**src/design/gpcd_pkg.sv**
```systemverilog
// Types, widths and code constants of the position code decoder.
// Used by the decode logic, the top level and the checker.
package gpcd_pkg;

  localparam int NumOctets  = 9;
  localparam int OctetW     = 8;
  localparam int LatW       = 21;
  localparam int LonW       = 22;
  localparam int InTdataW   = NumOctets * OctetW;
  localparam int OutTdataW  = ((LatW + LonW + 7) / 8) * 8;

  localparam int UnitsPerDegree = 6000;
  localparam int MinuteUnits    = 100;
  localparam int LatLimit       = 540000;
  localparam int LonLimit       = 1080000;

  localparam logic [3:0] NibNorth  = 4'h5;
  localparam logic [3:0] NibSouth  = 4'h3;
  localparam logic [3:0] TableFar  = 4'h5;
  localparam logic [3:0] TableNear = 4'h3;
  localparam logic [3:0] NibWest   = 4'h5;
  localparam logic [3:0] NibEast   = 4'h3;

  localparam logic [7:0] DegLowFirst  = 8'h76;
  localparam logic [7:0] DegLowLast   = 8'h7E;
  localparam logic [7:0] DegMidFirst  = 8'h6C;
  localparam logic [7:0] DegMidLast   = 8'h74;
  localparam logic [7:0] DegHighFirst = 8'h26;
  localparam logic [7:0] DegHighLast  = 8'h6A;
  localparam logic [7:0] MinLowFirst  = 8'h58;
  localparam logic [7:0] MinLowLast   = 8'h61;
  localparam logic [7:0] MinHighFirst = 8'h26;
  localparam logic [7:0] MinHighLast  = 8'h57;
  localparam logic [7:0] HundFirst    = 8'h1C;
  localparam logic [7:0] HundLast     = 8'h7E;

  typedef logic [NumOctets-1:0][OctetW-1:0] octets_t;

  typedef struct packed {
    logic            position_valid;
    logic [LonW-1:0] longitude;
    logic [LatW-1:0] latitude;
  } result_t;

endpackage

```
**src/design/gpcd_decode.sv**
```systemverilog
// Combinational decode of one nine-octet position code into a result.
// Depends on gpcd_pkg for the octet and result types and the code constants.
module gpcd_decode (
  input  gpcd_pkg::octets_t octets_i,
  output gpcd_pkg::result_t result_o
);
  import gpcd_pkg::*;

  logic [5:0][3:0] digits;
  logic            bcd_ok;
  logic [6:0]      lat_deg;
  logic [19:0]     lat_deg_part;
  logic [13:0]     lat_min_part;
  logic [19:0]     lat_mag;
  logic [LatW-1:0] lat_pos;
  logic [LatW-1:0] lat_neg;
  logic [3:0]      lat_flag;
  logic [3:0]      table_sel;
  logic [3:0]      lon_flag;
  logic [7:0]      deg_code;
  logic [7:0]      min_code;
  logic [7:0]      hund_code;
  logic [7:0]      lon_deg;
  logic [5:0]      lon_min;
  logic [6:0]      lon_hund;
  logic            deg_ok;
  logic            min_ok;
  logic            hund_ok;
  logic [20:0]     lon_mag;
  logic [LonW-1:0] lon_pos;
  logic [LonW-1:0] lon_neg;
  logic            flags_ok;
  logic            range_ok;
  logic            valid;

  always_comb begin
    bcd_ok = 1'b1;
    for (int i = 0; i < 6; i++) begin
      digits[i] = octets_i[i][3:0];
      if (digits[i] > 4'd9) begin
        bcd_ok = 1'b0;
      end
    end
  end

  assign lat_deg      = 7'(digits[0]) * 7'd10 + 7'(digits[1]);
  assign lat_deg_part = 20'(lat_deg) * 20'(UnitsPerDegree);
  assign lat_min_part = 14'(digits[2]) * 14'd1000 + 14'(digits[3]) * 14'd100
                      + 14'(digits[4]) * 14'd10 + 14'(digits[5]);
  assign lat_mag      = lat_deg_part + 20'(lat_min_part);
  assign lat_pos      = {1'b0, lat_mag};
  assign lat_neg      = LatW'(~lat_pos + 1'b1);

  assign lat_flag  = octets_i[3][7:4];
  assign table_sel = octets_i[4][7:4];
  assign lon_flag  = octets_i[5][7:4];
  assign deg_code  = octets_i[6];
  assign min_code  = octets_i[7];
  assign hund_code = octets_i[8];

  always_comb begin
    deg_ok  = 1'b1;
    lon_deg = '0;
    if (table_sel == TableFar) begin
      if (deg_code inside {[DegLowFirst:DegLowLast]}) begin
        lon_deg = deg_code - DegLowFirst;
      end else if (deg_code inside {[DegMidFirst:DegMidLast]}) begin
        lon_deg = deg_code - DegMidFirst + 8'd100;
      end else if (deg_code inside {[DegHighFirst:DegHighLast]}) begin
        lon_deg = deg_code - DegHighFirst + 8'd110;
      end else begin
        deg_ok = 1'b0;
      end
    end else if (table_sel == TableNear) begin
      if (deg_code inside {[DegHighFirst:DegLowLast]}) begin
        lon_deg = deg_code - DegHighFirst + 8'd10;
      end else begin
        deg_ok = 1'b0;
      end
    end else begin
      deg_ok = 1'b0;
    end
  end

  always_comb begin
    min_ok  = 1'b1;
    lon_min = '0;
    if (min_code inside {[MinLowFirst:MinLowLast]}) begin
      lon_min = 6'(min_code - MinLowFirst);
    end else if (min_code inside {[MinHighFirst:MinHighLast]}) begin
      lon_min = 6'(min_code - MinHighFirst + 8'd10);
    end else begin
      min_ok = 1'b0;
    end
  end

  always_comb begin
    hund_ok  = 1'b1;
    lon_hund = '0;
    if (hund_code inside {[HundFirst:HundLast]}) begin
      lon_hund = 7'(hund_code - HundFirst);
    end else begin
      hund_ok = 1'b0;
    end
  end

  assign lon_mag = 21'(lon_deg) * 21'(UnitsPerDegree) + 21'(lon_min) * 21'(MinuteUnits)
                 + 21'(lon_hund);
  assign lon_pos = {1'b0, lon_mag};
  assign lon_neg = LonW'(~lon_pos + 1'b1);

  assign flags_ok = ((lat_flag == NibNorth) || (lat_flag == NibSouth))
                 && ((lon_flag == NibWest) || (lon_flag == NibEast));
  assign range_ok = (lat_mag <= 20'(LatLimit)) && (lon_mag <= 21'(LonLimit));
  assign valid    = bcd_ok && flags_ok && deg_ok && min_ok && hund_ok && range_ok;

  always_comb begin
    result_o.position_valid = valid;
    result_o.latitude       = '0;
    result_o.longitude      = '0;
    if (valid) begin
      result_o.latitude  = (lat_flag == NibSouth) ? lat_neg : lat_pos;
      result_o.longitude = (lon_flag == NibWest) ? lon_neg : lon_pos;
    end
  end

endmodule

```
**src/design/gps_position_code_decoder_core.sv**
```systemverilog
// Decodes nine-octet position codes into signed latitude and longitude, one item per clock
// while the output is not stalled. An item accepted on the input stream is held in the input
// register, and its result in the result register; the decode logic between the two sets the
// clock rate. Results are in 1/6000 degree, north and east positive, and are zero with tuser
// low when any code or range check fails.
// Depends on gpcd_pkg and gpcd_decode.
module gps_position_code_decoder_core (
  input  logic                            clk_i,
  input  logic                            rst_ni,
  input  logic                            s_axis_tvalid_i,
  output logic                            s_axis_tready_o,
  // Octets 0 to 8, octet 0 in bits 7:0.
  input  logic [gpcd_pkg::InTdataW-1:0]   s_axis_tdata_i,
  output logic                            m_axis_tvalid_o,
  input  logic                            m_axis_tready_i,
  // Latitude in bits 20:0, longitude in bits 42:21, zero padding above.
  output logic [gpcd_pkg::OutTdataW-1:0]  m_axis_tdata_o,
  // Position valid flag.
  output logic                            m_axis_tuser_o
);
  import gpcd_pkg::*;

  octets_t in_q;
  logic    in_valid_q;
  logic    in_valid_d;
  result_t res_d;
  result_t res_q;
  logic    out_valid_q;
  logic    out_valid_d;
  logic    stage_adv;
  logic    in_fire;

  assign stage_adv       = !out_valid_q || m_axis_tready_i;
  assign s_axis_tready_o = !in_valid_q || stage_adv;
  assign in_fire         = s_axis_tvalid_i && s_axis_tready_o;

  assign in_valid_d  = s_axis_tready_o ? s_axis_tvalid_i : in_valid_q;
  assign out_valid_d = stage_adv ? in_valid_q : out_valid_q;

  gpcd_decode u_decode (
    .octets_i (in_q),
    .result_o (res_d)
  );

  always_ff @(posedge clk_i or negedge rst_ni) begin
    if (!rst_ni) begin
      in_valid_q  <= 1'b0;
      out_valid_q <= 1'b0;
    end else begin
      in_valid_q  <= in_valid_d;
      out_valid_q <= out_valid_d;
    end
  end

  always_ff @(posedge clk_i) begin
    if (in_fire) begin
      in_q <= s_axis_tdata_i;
    end
    if (stage_adv && in_valid_q) begin
      res_q <= res_d;
    end
  end

  assign m_axis_tvalid_o = out_valid_q;
  assign m_axis_tuser_o  = res_q.position_valid;
  assign m_axis_tdata_o  = {(OutTdataW - LatW - LonW)'(0), res_q.longitude, res_q.latitude};

endmodule

```
**config.mk**
```make
export PLATFORM = sky130hd
export DESIGN_NAME = gps_position_code_decoder_core
export DESIGN_NICKNAME = d
export VERILOG_FILES = /design/src/design/gpcd_pkg.sv /design/src/design/gpcd_decode.sv /design/src/design/gps_position_code_decoder_core.sv
export SDC_FILE = /design/constraint.sdc
export NUM_CORES = 1
export LEC_CHECK = 0
export BUFFER_PORTS_ARGS = -buffer_cell sky130_fd_sc_hd__buf_2
export CAP_MARGIN = 10
export CORE_MARGIN = 4
export CORE_UTILIZATION = 40
export DETAILED_ROUTE_END_ITERATION = 16
export PLACE_DENSITY_LB_ADDON = 0.2
export SYNTH_ARGS = -nofsm -noshare
export SYNTH_HDL_FRONTEND = slang
export SYNTH_SLANG_ARGS = --single-unit
```
**constraint.sdc**
```tcl
create_clock -name clk_i -period 7.77 [get_ports clk_i]
set_input_delay 0.3885 -clock clk_i [delete_from_list [all_inputs] [get_ports clk_i]]
set_output_delay 0.3885 -clock clk_i [all_outputs]
set_load 0.005 [all_outputs]
```
Word level (Yosys, flattened, before mapping)

Cells that the tools add are included.
W data, S select, Z words.

$add $sub $neg: 19
Multiply operators: 7
$lt $le $gt $ge: 20
Equality and inequality tests: 6
Multiplexer cells: 26
Bitwise gates (word level): 2
Reduce and logical (&&, ||, !) cells: 24

Operators with widths:

| cell                    | count |
|---|---|
| $le A8 B7 Y1 const B    | 6 |
| $mux W8                 | 6 |
| $ge A8 B7 Y1 const B    | 3 |
| $gt A4 B4 Y1 const B    | 6 |
| $add A22 B1 Y22 const B | 1 |
| $not A21 Y22            | 1 |
| $add A21 B1 Y21 const B | 1 |
| $add A21 B13 Y21        | 1 |
| $add A21 B7 Y21         | 1 |
| $le A21 B21 Y1 const B  | 1 |
| $mux W21                | 1 |
| $not A20 Y21            | 1 |
| $add A20 B14 Y20        | 1 |
| $le A20 B20 Y1 const B  | 1 |
| $mux W20                | 1 |
| $mul A8 B9 Y17 const B  | 1 |
| $add A8 B7 Y8 const B   | 2 |
| $ge A8 B6 Y1 const B    | 2 |
| $logic_and A1 B1 Y1     | 16 |
| $mul A7 B9 Y16 const B  | 1 |
| $sub A8 B7 Y8 const B   | 2 |
| $mux W1                 | 15 |
| $add A14 B11 Y14        | 1 |
| $add A14 B4 Y14         | 1 |
| 21 further kinds        | 31 |

Bits in registers: 106
Input port bits: 76
Output and inout port bits: 51
Logic and storage cells: 120

Depth between registers and ports, before layout

Gate-level depths: netlist of the first run.

Depth in word-level cells: 13
Gate-level depth with buffers: 36
Gate-level depth less buffers: 33

Cells and area by module

A second synthesis of the first run with hierarchy kept.

Cells, all modules: 1339
Area total of the unflattened synthesis: 13269.0 um^2

By module, submodules not included:

| module                         | times used | cells an instance | area an instance (um^2) | sequential area each (um^2) |
|---|---|---|---|---|
| gpcd_decode                    | 1          | 1209              | 9640.5                  | 0.0 |
| gps_position_code_decoder_core | 1          | 130               | 3628.5                  | 3533.4 |

Least setup slack after synthesis of the first run

OpenSTA, ideal clock, no wires.

Path kind: flip-flop to flip-flop
Start: register in_q[50] in the netlist's numbering
End: register res_q, in the netlist m_axis_tdata_o[28], data pin
Setup time: 136 ps
Arrival: 8128 ps
Slack: -494 ps
Cell stages (with the launch flop): 32
Buffers on the path: 3
Period minus slack after synthesis: 8264 ps
Cell sequence: edfxtp_1 > ha_1 > nor2b_1 > nand4_1 > a41oi_1 > nor3b_1 > clkbuf_1 > nor2_1 > o32ai_1 > fa_1 > inv_1 > fa_1 > fa_1 > fa_1 > inv_1 > ha_1 > a21oi_1 > o21ai_0 > xor2_1 > ha_1 > ha_1 > o21ai_0 > nand2b_1 > o211a_1 > o21ai_1 > or3_1 > o32ai_2 > a21oi_1 > or4_1 > buf_6 > buf_12 > nor2_4

Word-level cells in the longest chain between the ends: 12
Elaborated cells between the ends (all ways): 40
Classes of those cells: add/sub (9); mul (1); order compare (7); mux (13); bitwise (1); reduce/logical (9)

Ends and longest elaborated chain:

| element                                                | line                                   | text |
|---|---|---|
| from (decl)                                            | gps_position_code_decoder_core.sv:23   | `octets_t in_q;` |
| from (signal assigned)                                 | gps_position_code_decoder_core.sv:57   | `in_q <= s_axis_tdata_i;` |
| $sub A8 B6 Y8 (tied with other cells)                  | gpcd_decode.sv:70, gpcd_decode.sv:76   |  |
| $add A8 B7 Y8 or $logic_and A1 B1 Y1 (tied branches)   | gpcd_decode.sv:70, gpcd_decode.sv:69   |  |
| $mux W8                                                | gpcd_decode.sv:69                      | `end else if (deg_code inside {[DegHighFirst:DegHighLast]}) begin` |
| $mux W8                                                | gpcd_decode.sv:67                      | `end else if (deg_code inside {[DegMidFirst:DegMidLast]}) begin` |
| $mux W8                                                | gpcd_decode.sv:65                      | `if (deg_code inside {[DegLowFirst:DegLowLast]}) begin` |
| $mux W8                                                | gpcd_decode.sv:64                      | `if (table_sel == TableFar) begin` |
| $mul A8 B9 Y17                                         | gpcd_decode.sv:107                     | `assign lon_mag = 21'(lon_deg) * 21'(UnitsPerDegree) + 21'(lon_min) * 21'(MinuteUnits)` |
| $add A21 B13 Y21                                       | gpcd_decode.sv:107                     |  |
| $add A21 B7 Y21                                        | gpcd_decode.sv:108                     | `+ 21'(lon_hund);` |
| $not A21 Y22 or $le A21 B21 Y1 (tied branches)         | gpcd_decode.sv:110, gpcd_decode.sv:114 |  |
| $add A22 B1 Y22 or $logic_and A1 B1 Y1 (tied branches) | gpcd_decode.sv:110, gpcd_decode.sv:114 |  |
| $mux W21 or $logic_and A1 B1 Y1 (tied branches)        | gpcd_decode.sv:123, gpcd_decode.sv:115 |  |
| to (signal assigned)                                   | gps_position_code_decoder_core.sv:60   | `res_q <= res_d;` |
| to (decl)                                              | gps_position_code_decoder_core.sv:27   | `result_t res_q;` |

Several ways; a longest one is shown, not always the timed one.
A chain may end at the register's enable or synchronous reset.

Worst setup path in the final report of the first run

Start: register in_q[49] in the netlist's numbering
End: register res_q, in the netlist m_axis_tdata_o[4], data pin

Word-level cells in the longest chain between the ends: 12
Elaborated cells between the ends (all ways): 37
Classes of those cells: add/sub (8); mul (1); order compare (7); mux (12); reduce/logical (9)

Ends and longest elaborated chain:

| element                                              | line                                 | text |
|---|---|---|
| $sub A8 B6 Y8 (tied with other cells)                | gpcd_decode.sv:70, gpcd_decode.sv:76 |  |
| $add A8 B7 Y8 or $logic_and A1 B1 Y1 (tied branches) | gpcd_decode.sv:70, gpcd_decode.sv:69 |  |
| $mux W8                                              | gpcd_decode.sv:69                    |  |
| $mux W8                                              | gpcd_decode.sv:67                    |  |
| $mux W8                                              | gpcd_decode.sv:65                    |  |
| $mux W8                                              | gpcd_decode.sv:64                    |  |
| $mul A8 B9 Y17                                       | gpcd_decode.sv:107                   |  |
| $add A21 B13 Y21                                     | gpcd_decode.sv:107                   |  |
| $add A21 B7 Y21                                      | gpcd_decode.sv:108                   |  |
| $le A21 B21 Y1                                       | gpcd_decode.sv:114                   | `assign range_ok = (lat_mag <= 20'(LatLimit)) && (lon_mag <= 21'(LonLimit));` |
| $logic_and A1 B1 Y1                                  | gpcd_decode.sv:114                   |  |
| $logic_and A1 B1 Y1 *                                | gpcd_decode.sv:115                   | `assign valid = bcd_ok && flags_ok && deg_ok && min_ok && hund_ok && range_ok;` |

Mark *: on every way between the ends. The rest lies on a longest branch, timed or not.

==> impl_metrics.tcl, run 1 <==
set metrics [dict create \
    die_w_microns 186.2 \
    cts_buffers 9 \
    run_status "finished with violations" \
    setup_ws_ns -0.05434 \
    critPathTopFamily "adder cells" \
    cts-root-buf "clkbuf_16" \
    r2r_start "in_q[49]" \
    timing.fmax_mhz 127.8 \
    yosysWarnings 0 \
    layout_common_cells "190 x ha_1, 164 x inv_1, 164 x buf_4" \
    violations "negative setup slack" \
    dp_cells 1911 \
    place_ws_ns -0.3877 \
    grt_max_degree 61 \
    cp-endpoint "m_axis_tdata_o[4]" \
    avgSynthCellArea_sq_um 9.938 \
    cpMaxStageDelayCell "fa_1" \
    wl_per_cell_microns 14.91 \
    drc 0 \
    antenna_found_initial 0 \
    dr.max_layer_used "met4" \
    setup_viol 6 \
    critical_path_class "reg -> reg" \
    cp-startpoint "in_q[49]" \
    pin_count 127 \
    postLayoutCellArea_sq_um 15920 \
    h-tree-depth 3 \
    final_common_cell "ha_1" \
    synth_seq_cells 106 \
    totalWireLength_mm 29.18 \
    coreArea_sq_um 30990 \
    viasPerCell 5.007 \
    r2r_slack_ns -0.05 \
    finalNetCount 1903 \
    portBuffers 109 \
    first_global_vias 10120 \
    finalWeightedCongestion 0.8597 \
    fin_crit_sh 1.007 \
    tns_ns -0.07608 \
    stdcell_count 1957 \
    drive_gt1_frac 0.2857 \
    dp_hpwl_mm 24.00 \
    hold_start "s_axis_tdata_i[39]" \
    grt_pass1_wl_mm 48.71 \
    synth-edff-count 104 \
    hold_viol 0 \
    final.min_clock_period_ns 7.824 \
    ys.flop_type "edfxtp_1" \
    initial_core_util 0.4098 \
    relSlewSlack 0.2417 \
    die_area_sq_um 34670 \
    cts_max_path_buffers 2 \
    wl_met1_mm 13.27 \
    end_kind "flip-flop" \
    worstSetupPathDepth 31 \
    maxCapViolations 0 \
    max_stage_delay_ns 0.55 \
    arrival_ns 8.05 \
    worst_ep_required_time_ns 8.00 \
    path_max_fanout 8 \
    fin_skew_ns 0.01212 \
    place_area_sq_um 14870 \
    synth.distinct_cells 84 \
    netlist_instances 1278 \
    async_flop_share 0.01887 \
    final_antenna_net_count 0 \
    die_h_microns 186.2 \
    report.final.slew_viol_count 0 \
    rr_endpoint "m_axis_tdata_o[4]" \
    path_clk_slew_ns 0.07 \
    rsz0062_at_grt "true" \
    wl_met2_mm 14.63 \
    global_route.overflow_total 0 \
    worstMarginPinSlew_ns 1.137 \
    num_vias 9798 \
    dr_wl_met3_microns 684 \
    area_growth_syn_to_layout_pct 25.37 \
    drtPass1Iterations 4 \
    clock_latency_ns 0.38 \
    antenna_cells 0 \
    netlist_area_sq_um 12700 \
    cts.sinks 106 \
    holdCritPathClass "in -> reg" \
    start_kind "flip-flop" \
    initialDrtViolationCount 290 \
    track_usage 0.1737 \
    std_cell_rows 64 \
    cts_tree "built" \
    crit_buf_inv 7 \
    r2r_cells 31 \
    ys_seq_area_frac 0.2498 \
]
-- state kept, by name, indices dropped and copies added, names as in the netlist --
| signal | count |
|---|---|
| in_q | 60 |
| m_axis_tdata_o | 43 |
| in_valid_q | 1 |
| m_axis_tuser_o | 1 |
| m_axis_tvalid_o | 1 |
-- per-stage QoR --
stage	hold slack, ns	utilization
2_1_floorplan	0.09291	-
3_3_place_gp	0.1749	0.4798
3_5_place_dp	0.1745	0.4798
4_1_cts	0.1549	0.4996
5_1_grt	0.1621	0.5138
6_report	0.1845	0.5138
-- Yosys cell counts (6+ instances only) --
| cell type | count | area, sq um |
|---|---|---|
| o21a_1 | 12 | 90.09 |
| a211oi_1 | 11 | 82.58 |
| ha_1 | 200 | 2502 |
| nor2_4 | 37 | 416.7 |
| nand2b_1 | 14 | 87.58 |
| buf_4 | 6 | 45.04 |
| clkbuf_1 | 11 | 41.29 |
| nand4_1 | 7 | 43.79 |
| and2_1 | 8 | 50.05 |
| nor2b_1 | 17 | 106.4 |
| nor2_1 | 70 | 262.8 |
| a21oi_1 | 85 | 425.4 |
| inv_1 | 171 | 641.9 |
| or3_1 | 10 | 62.56 |
| edfxtp_1 | 104 | 3123 |
| nor3b_1 | 6 | 45.04 |
| o21ai_0 | 42 | 210.2 |
| nand3_1 | 20 | 100.1 |
| o211ai_1 | 8 | 60.06 |
| a21o_1 | 24 | 180.2 |
| nor3_1 | 16 | 80.08 |
| xor2_1 | 48 | 420.4 |
| fa_1 | 70 | 1401 |
| nand2_1 | 55 | 206.5 |
| and3_1 | 9 | 56.30 |
| xnor2_1 | 86 | 753.2 |
| a31oi_1 | 15 | 93.84 |
-- per-layer routing --
layer,global-route usage,vias to the layer above
met1,0.2202,4602
li1,-,5019
met5,0,-
met2,0.3095,142
met3,0.02412,35
met4,0.05013,0
-- cells by family (layout without fill, tap and decap cells) --
| group | count (synthesis) | after routing | share of synthesized area |
|---|---|---|---|
| flip-flops | 106 | 106 | 0.2498 |
| AND/OR/NAND/NOR | 303 | 303 | 0.1428 |
| buffers and inverters | 196 | 475 | 0.06551 |
| adder cells (fa/ha/maj) | 270 | 270 | 0.3074 |
| other | 1 | 5 | 0.0002953 |
| AO/OA/AOI/OAI | 260 | 260 | 0.1352 |
| XOR/XNOR | 134 | 134 | 0.09240 |
| multiplexers | 8 | 8 | 0.006600 |
-- worst register-to-register path, delay by kind of cell, from the launching register on --
kind	cells	cell delay, ns
compound gates	9	1.68
xor+xnor	1	0.14
fa+ha+maj	8	3.14
buf+inv	7	0.79
flops	1	0.49
simple gates	6	1.41
-- worst min-delay path by stage --
stage | cells past startpoint | to
after floorplan | 0 | in_valid_q
after global placement | 1 | in_valid_q
after detailed placement | 1 | in_valid_q
after CTS | 1 | in_q[10]
after global routing | 1 | in_q[10]
final | 1 | in_q[39]
-- area by class of cell --
type / instances / area [sq um]
fill: 2807 / 15070
multi-input combinational: 980 / 9258
sequential: 106 / 3173
timing repair buffer: 288 / 2044
inverter: 172 / 645.6
tap: 396 / 495.5
clock buffer: 9 / 225.2
clock inverter: 6 / 81.33
-- what timing repair did --
item | CTS | global route
hold endpoints to repair | 2 | 0
setup endpoints to repair | 44 | 44
buffers inserted | 15 | 11
hold buffers | 1 | 0
resized for setup | 23 | 67
cloned | 3 | 0
pin swaps | 47 | 48
Power of run 1 is not shown: default switching activity piles up to over one toggle a cycle in this logic, so the estimate is an artifact.
==> run 2: changes to the inputs <==
--- a/config.mk
+++ b/config.mk
@@ -5,12 +5,15 @@
 export SDC_FILE = /design/constraint.sdc
 export NUM_CORES = 1
 export LEC_CHECK = 0
+export ABC_AREA = 1
 export BUFFER_PORTS_ARGS = -buffer_cell sky130_fd_sc_hd__buf_2
 export CAP_MARGIN = 10
 export CORE_MARGIN = 4
 export CORE_UTILIZATION = 40
+export CTS_CLUSTER_DIAMETER = 50
 export DETAILED_ROUTE_END_ITERATION = 16
 export PLACE_DENSITY_LB_ADDON = 0.2
+export SETUP_SLACK_MARGIN = 0.02
 export SYNTH_ARGS = -nofsm -noshare
 export SYNTH_HDL_FRONTEND = slang
 export SYNTH_SLANG_ARGS = --single-unit
==> run 2 against run 1 <==
  * The flow now finishes without violations
  * Clock skew fell by 0.0035 ns
  * Critical path depth rose by 10
  * Die area rose by 5.7%
  * Sequential share of layout area rose by 0.56 points
  * Fmax rose by 7.3%
  * Global-route usage fell by 0.56 points
  * Cell area fell by 2.7%
  * Critical endpoint is now m_axis_tdata_o[5]
  * Highest routed layer unchanged
==> impl_metrics.tcl, run 2 <==
set metrics [dict create \
    die_area_sq_um 36630 \
    ys.flop_type "edfxtp_1" \
    finalNetCount 2159 \
    initial_core_util 0.4094 \
    r2r_cells 41 \
    track_usage 0.1681 \
    crit_top_cell "nand2_1" \
    hold_start "s_axis_tdata_i[43]" \
    drtPass1Iterations 5 \
    synth_area_leaders "edfxtp_1 23%, ha_1 19%, fa_1 10%, nand2_1 9.7%, inv_1 9.1%" \
    start_kind "flip-flop" \
    max_stage_delay_ns 0.55 \
    stdcell_count 2260 \
    critPathTopFamily "adder cells" \
    cts_buffers 9 \
    final_util 0.4713 \
    netlist_instances 1644 \
    layout_common_cells "336 x nand2_1, 313 x inv_1, 194 x ha_1" \
    cpMaxStageDelayCell "fa_1" \
    synth_top_area_share 0.2321 \
    cts.sinks 106 \
    holdCritPathClass "in -> reg" \
    cts_tree "built" \
    viasPerCell 4.715 \
    run_status "complete, no violations" \
    initialDrtViolationCount 410 \
    synth-edff-count 104 \
    r2r_start "in_q[51]" \
    r2r_slack_ns 0.48 \
    yosysMostFrequentCell "nand2_1" \
    yosysTopAreaCell "edfxtp_1" \
    report.final.slew_viol_count 0 \
    relSlewSlack 0.4597 \
    std_cell_rows 66 \
    yosysWarnings 0 \
    hold_viol 0 \
    async_flop_share 0.01887 \
    setup_viol 0 \
    global_route.overflow_total 0 \
    cts-root-buf "clkbuf_16" \
    drc 0 \
    clock_latency_ns 0.37 \
    final.min_clock_period_ns 7.294 \
    worstHoldPathCells 1 \
    maxCapViolations 0 \
    largest_reg_flops 60 \
    end_kind "flip-flop" \
    ys_seq_area_frac 0.2358 \
    netlist_area_sq_um 13450 \
    grt_max_degree 61 \
    fin_crit_sh 0.9387 \
    wl_per_cell_microns 13.10 \
    area_growth_syn_to_layout_pct 15.12 \
    antenna_found_initial 0 \
    grt_pass1_wl_mm 50.20 \
    min_to "in_q[43]" \
    h-tree-depth 3 \
    die_h_microns 191.4 \
    first_global_vias 10800 \
    place_ws_ns 0.06033 \
    arrival_ns 7.53 \
    synth_seq_cells 106 \
    regMostFlops "in_q" \
    portBuffers 109 \
    coreArea_sq_um 32870 \
    final_antenna_net_count 0 \
    finalWeightedCongestion 0.8907 \
    final_common_cell "nand2_1" \
    dp_cells 2224 \
    setup_ws_ns 0.4764 \
    worst_ep_required_time_ns 8.00 \
    antenna_cells 0 \
    worstMarginPinSlew_ns 0.8104 \
    num_vias 10660 \
    crit_buf_inv 8 \
    timing.fmax_mhz 137.1 \
    totalWireLength_mm 29.61 \
    avgSynthCellArea_sq_um 8.184 \
    cts_max_path_buffers 2 \
    critical_path_class "reg -> reg" \
    drive_gt1_frac 0.1793 \
    synthTopCellsByCount "347 x nand2_1, 325 x inv_1, 200 x ha_1, 110 x nor2_1, 104 x edfxtp_1" \
    timing.hold.ws_ns 0.1856 \
    dp_hpwl_mm 25.30 \
    path_max_fanout 8 \
    die_w_microns 191.4 \
    cp-startpoint "in_q[51]" \
    path_clk_slew_ns 0.07 \
    synth.distinct_cells 54 \
    pin_count 127 \
    rr_endpoint "m_axis_tdata_o[5]" \
    fin_skew_ns 0.008603 \
]
run 2: cell types whose count changed after synthesis, sizes merged, moves of 14 or more:
cell	change
xnor2	-57
nand2	+317
inv	+158
nand4	+15
nor2b	-17
a21oi	-28
a21o	-16
nand3	+83
xor2	+23
nand2b	-14
nor2	+50
run 2: repair_timing:
| action | 4_1_cts | 5_1_grt |
|---|---|---|
| setup buffers | 0 | 14 |
| setup endpoints to repair | 0 | 44 |
| resized for setup | 0 | 70 |
| hold endpoints to repair | 2 | 0 |
| hold buffers | 1 | 0 |
run 2: metal layers:
| metal | up-vias | part of all wire | GRT usage |
|---|---|---|---|
| li1 | 5591 | - | - |
| met1 | 4880 | 0.44 | 0.2064 |
| met2 | 146 | 0.50 | 0.3003 |
| met3 | 39 | 0.030 | 0.02520 |
| met4 | 0 | 0.028 | 0.05856 |
| met5 | - | 0 | 0 |
run 2: layout make-up:
cell class | instances | area (sq um)
fill | 3266 | 17380
multi-input combinational | 1200 | 9134
sequential | 106 | 3173
inverter | 330 | 1241
timing repair buffer | 166 | 1076
tap | 442 | 553.0
clock buffer | 9 | 225.2
clock inverter | 7 | 86.33
run 2: worst max path at each step:
stage | endpoint | depth (start not counted)
floorplan | m_axis_tdata_o[22] | 42
global placement | m_axis_tdata_o[34] | 34
detailed placement | m_axis_tdata_o[35] | 34
CTS | m_axis_tdata_o[35] | 34
global route | m_axis_tdata_o[5] | 43
finish | m_axis_tdata_o[5] | 41
run 2: kinds of logic (layout without fill, tap and decap cells):
kind of cell    count (synthesis)  count (layout)  share of synthesized area
other cells                     1               5                  0.0002787
fa+ha+maj                     270             270                     0.2902
buf+inv                       343             512                     0.1021
compound gates                142             142                    0.06250
flops                         106             106                     0.2358
xor+xnor                      100             100                    0.06705
simple gates                  682             683                     0.2421
run 2: through the flow:
step	instance area (sq um)	setup TNS (ns)
after detailed placement	14750	0
after CTS	15080	0
after floorplan	13470	0
after global routing	15490	-0.004698
final	15490	0
after global placement	14750	0
run 2: worst reg2reg max path: cells and delay by family (launching register included):
family / cells / cell delay (ns)
adders and majority gates: 7 / 2.87
DFF: 1 / 0.43
AOI/OAI and AO/OA: 5 / 0.77
and+or+nand+nor: 19 / 2.03
buffers and inverters: 8 / 0.74
xor gates and xnor gates: 2 / 0.30
Power of run 2 is left out for the same reason.
==> run 3: changes to the inputs <==
--- a/config.mk
+++ b/config.mk
@@ -9,10 +9,11 @@
 export BUFFER_PORTS_ARGS = -buffer_cell sky130_fd_sc_hd__buf_2
 export CAP_MARGIN = 10
 export CORE_MARGIN = 4
-export CORE_UTILIZATION = 40
+export CORE_UTILIZATION = 45
 export CTS_CLUSTER_DIAMETER = 50
 export DETAILED_ROUTE_END_ITERATION = 16
 export PLACE_DENSITY_LB_ADDON = 0.2
+export RECOVER_POWER = 25
 export SETUP_SLACK_MARGIN = 0.02
 export SYNTH_ARGS = -nofsm -noshare
 export SYNTH_HDL_FRONTEND = slang
==> run 3 against run 2 <==
  * Worst hold slack improved by 0.010 ns
  * Register-to-register slack got worse by 0.08 ns
  * Via count barely moved
  * Non-clock buffer count fell by 14
  * Clock skew rose by 0.0074 ns
  * Final cell count fell by 3.0%
  * Fmax fell by 1.1%
  * Setup slack got worse by 0.078 ns
  * Global-route usage rose by 1.5 points
  * Routed wire length fell by 1.8%
  * Largest cell class unchanged
  * Cell area fell by 1.6%
==> impl_metrics.tcl, run 3 (synthesis gave the netlist of run 2 again) <==
set metrics [dict create \
    fin_crit_sh 0.9487 \
    antenna_cells 0 \
    relSlewSlack 0.4511 \
    die_area_sq_um 32730 \
    worst_ep_required_time_ns 7.88 \
    critPathTopFamily "adder cells" \
    path_clk_slew_ns 0.09 \
    die_h_microns 180.9 \
    antenna_found_initial 0 \
    track_usage 0.1835 \
    cts.sinks 106 \
    final_util 0.5156 \
    layout_common_cells "342 x nand2_1, 316 x inv_1, 192 x ha_1" \
    maxCapViolations 0 \
    first_global_vias 11020 \
    setup_viol 0 \
    hold_viol 0 \
    cpMaxStageDelayCell "fa_1" \
    area_growth_syn_to_layout_pct 13.29 \
    regMostFlops "in_q" \
    global_route.overflow_total 0 \
    drtPass1Iterations 5 \
    final_common_cell "nand2_1" \
    ff_latch_area_sq_um 3173 \
    cts_max_path_buffers 2 \
    fill_cells 2843 \
    initialDrtViolationCount 330 \
    start_kind "flip-flop" \
    cts_tree "built" \
    timing.fmax_mhz 135.7 \
    cts_buffers 9 \
    arrival_ns 7.48 \
    holdCritPathClass "in -> reg" \
    final_antenna_net_count 0 \
    grt_pass1_wl_mm 50.52 \
    totalWireLength_mm 29.07 \
    coreArea_sq_um 29560 \
    portBuffers 109 \
    pin_count 127 \
    h-tree-depth 3 \
    viasPerCell 4.861 \
    tns_ns 0 \
    std_cell_rows 63 \
    crit_buf_inv 5 \
    report.final.slew_viol_count 0 \
    finalNetCount 2144 \
    drive_gt1_frac 0.1642 \
    dp_hpwl_mm 24.70 \
    cts-root-buf "clkbuf_16" \
    die_w_microns 180.9 \
    path_max_fanout 10 \
    critical_path_class "reg -> reg" \
    drc 0 \
    worstMarginPinSlew_ns 0.8233 \
    clock_latency_ns 0.36 \
    fin_skew_ns 0.01598 \
    num_vias 10660 \
    grt_max_degree 61 \
    end_kind "flip-flop" \
    crit_top_cell "nand2_1" \
    wl_per_cell_microns 13.26 \
    max_stage_delay_ns 0.55 \
    final.min_clock_period_ns 7.372 \
    largest_reg_flops 60 \
    initial_core_util 0.4552 \
    multiInputGateArea_sq_um 9092 \
    run_status "complete, no violations" \
    finalWeightedCongestion 0.8665 \
]
## run 3: per-stage QoR
| stage | hold slack [ns] | setup WS [ns] | instance area (sq um) | instances |
|---|---|---|---|---|
| global placement | 0.1776 | 0.1841 | 14620 | 2163 |
| floorplan | 0.09291 | 0.3957 | 13470 | 1648 |
| CTS | 0.1808 | 0.09820 | 14950 | 2180 |
| finish | 0.1959 | 0.3982 | 15240 | 2193 |
| global route | 0.1826 | -0.01840 | 15240 | 2193 |
| detailed placement | 0.1778 | 0.1143 | 14620 | 2163 |
## run 3: worst paths after layout
path / cells past startpoint / start / slack [ns] / endpoint
worst max register to register: 36 / in_q[1] / 0.40 / m_axis_tdata_o[15]
max in group asynchronous: 2 / rst_ni / 7.31 / m_axis_tvalid_o
worst min register to register: 2 / in_valid_q / 0.52 / m_axis_tvalid_o
worst max-delay path: 36 / in_q[1] / 0.40 / m_axis_tdata_o[15]
min in group asynchronous: 2 / rst_ni / 0.34 / in_valid_q
worst min-delay path: 1 / s_axis_tdata_i[34] / 0.20 / in_q[34]
## run 3: area by class of cell
type / count / share of cell area
Clock buffer: 9 / 0.01478
Inverter: 330 / 0.08127
Multi-Input combinational cell: 1199 / 0.5965
Timing Repair Buffer: 152 / 0.06116
Sequential cell: 106 / 0.2082
Clock inverter: 7 / 0.006075
Tap cell: 390 / 0.03201
## run 3: layer usage
metal  vias up  share of wire  GRT usage
met5         -              0          0
met4         0          0.022    0.05505
met3        32          0.030    0.02154
met2       157           0.51     0.3413
met1      4908           0.43     0.2215
li1       5564              -          -
## run 3: what timing repair did
action,4_1_cts,5_1_grt
setup buffers,0,9
hold buffers,1,0
hold endpoints to repair,2,0
resized for setup,0,54
endpoints found under the setup margin,0,44
Power of run 3 is left out for the same reason.
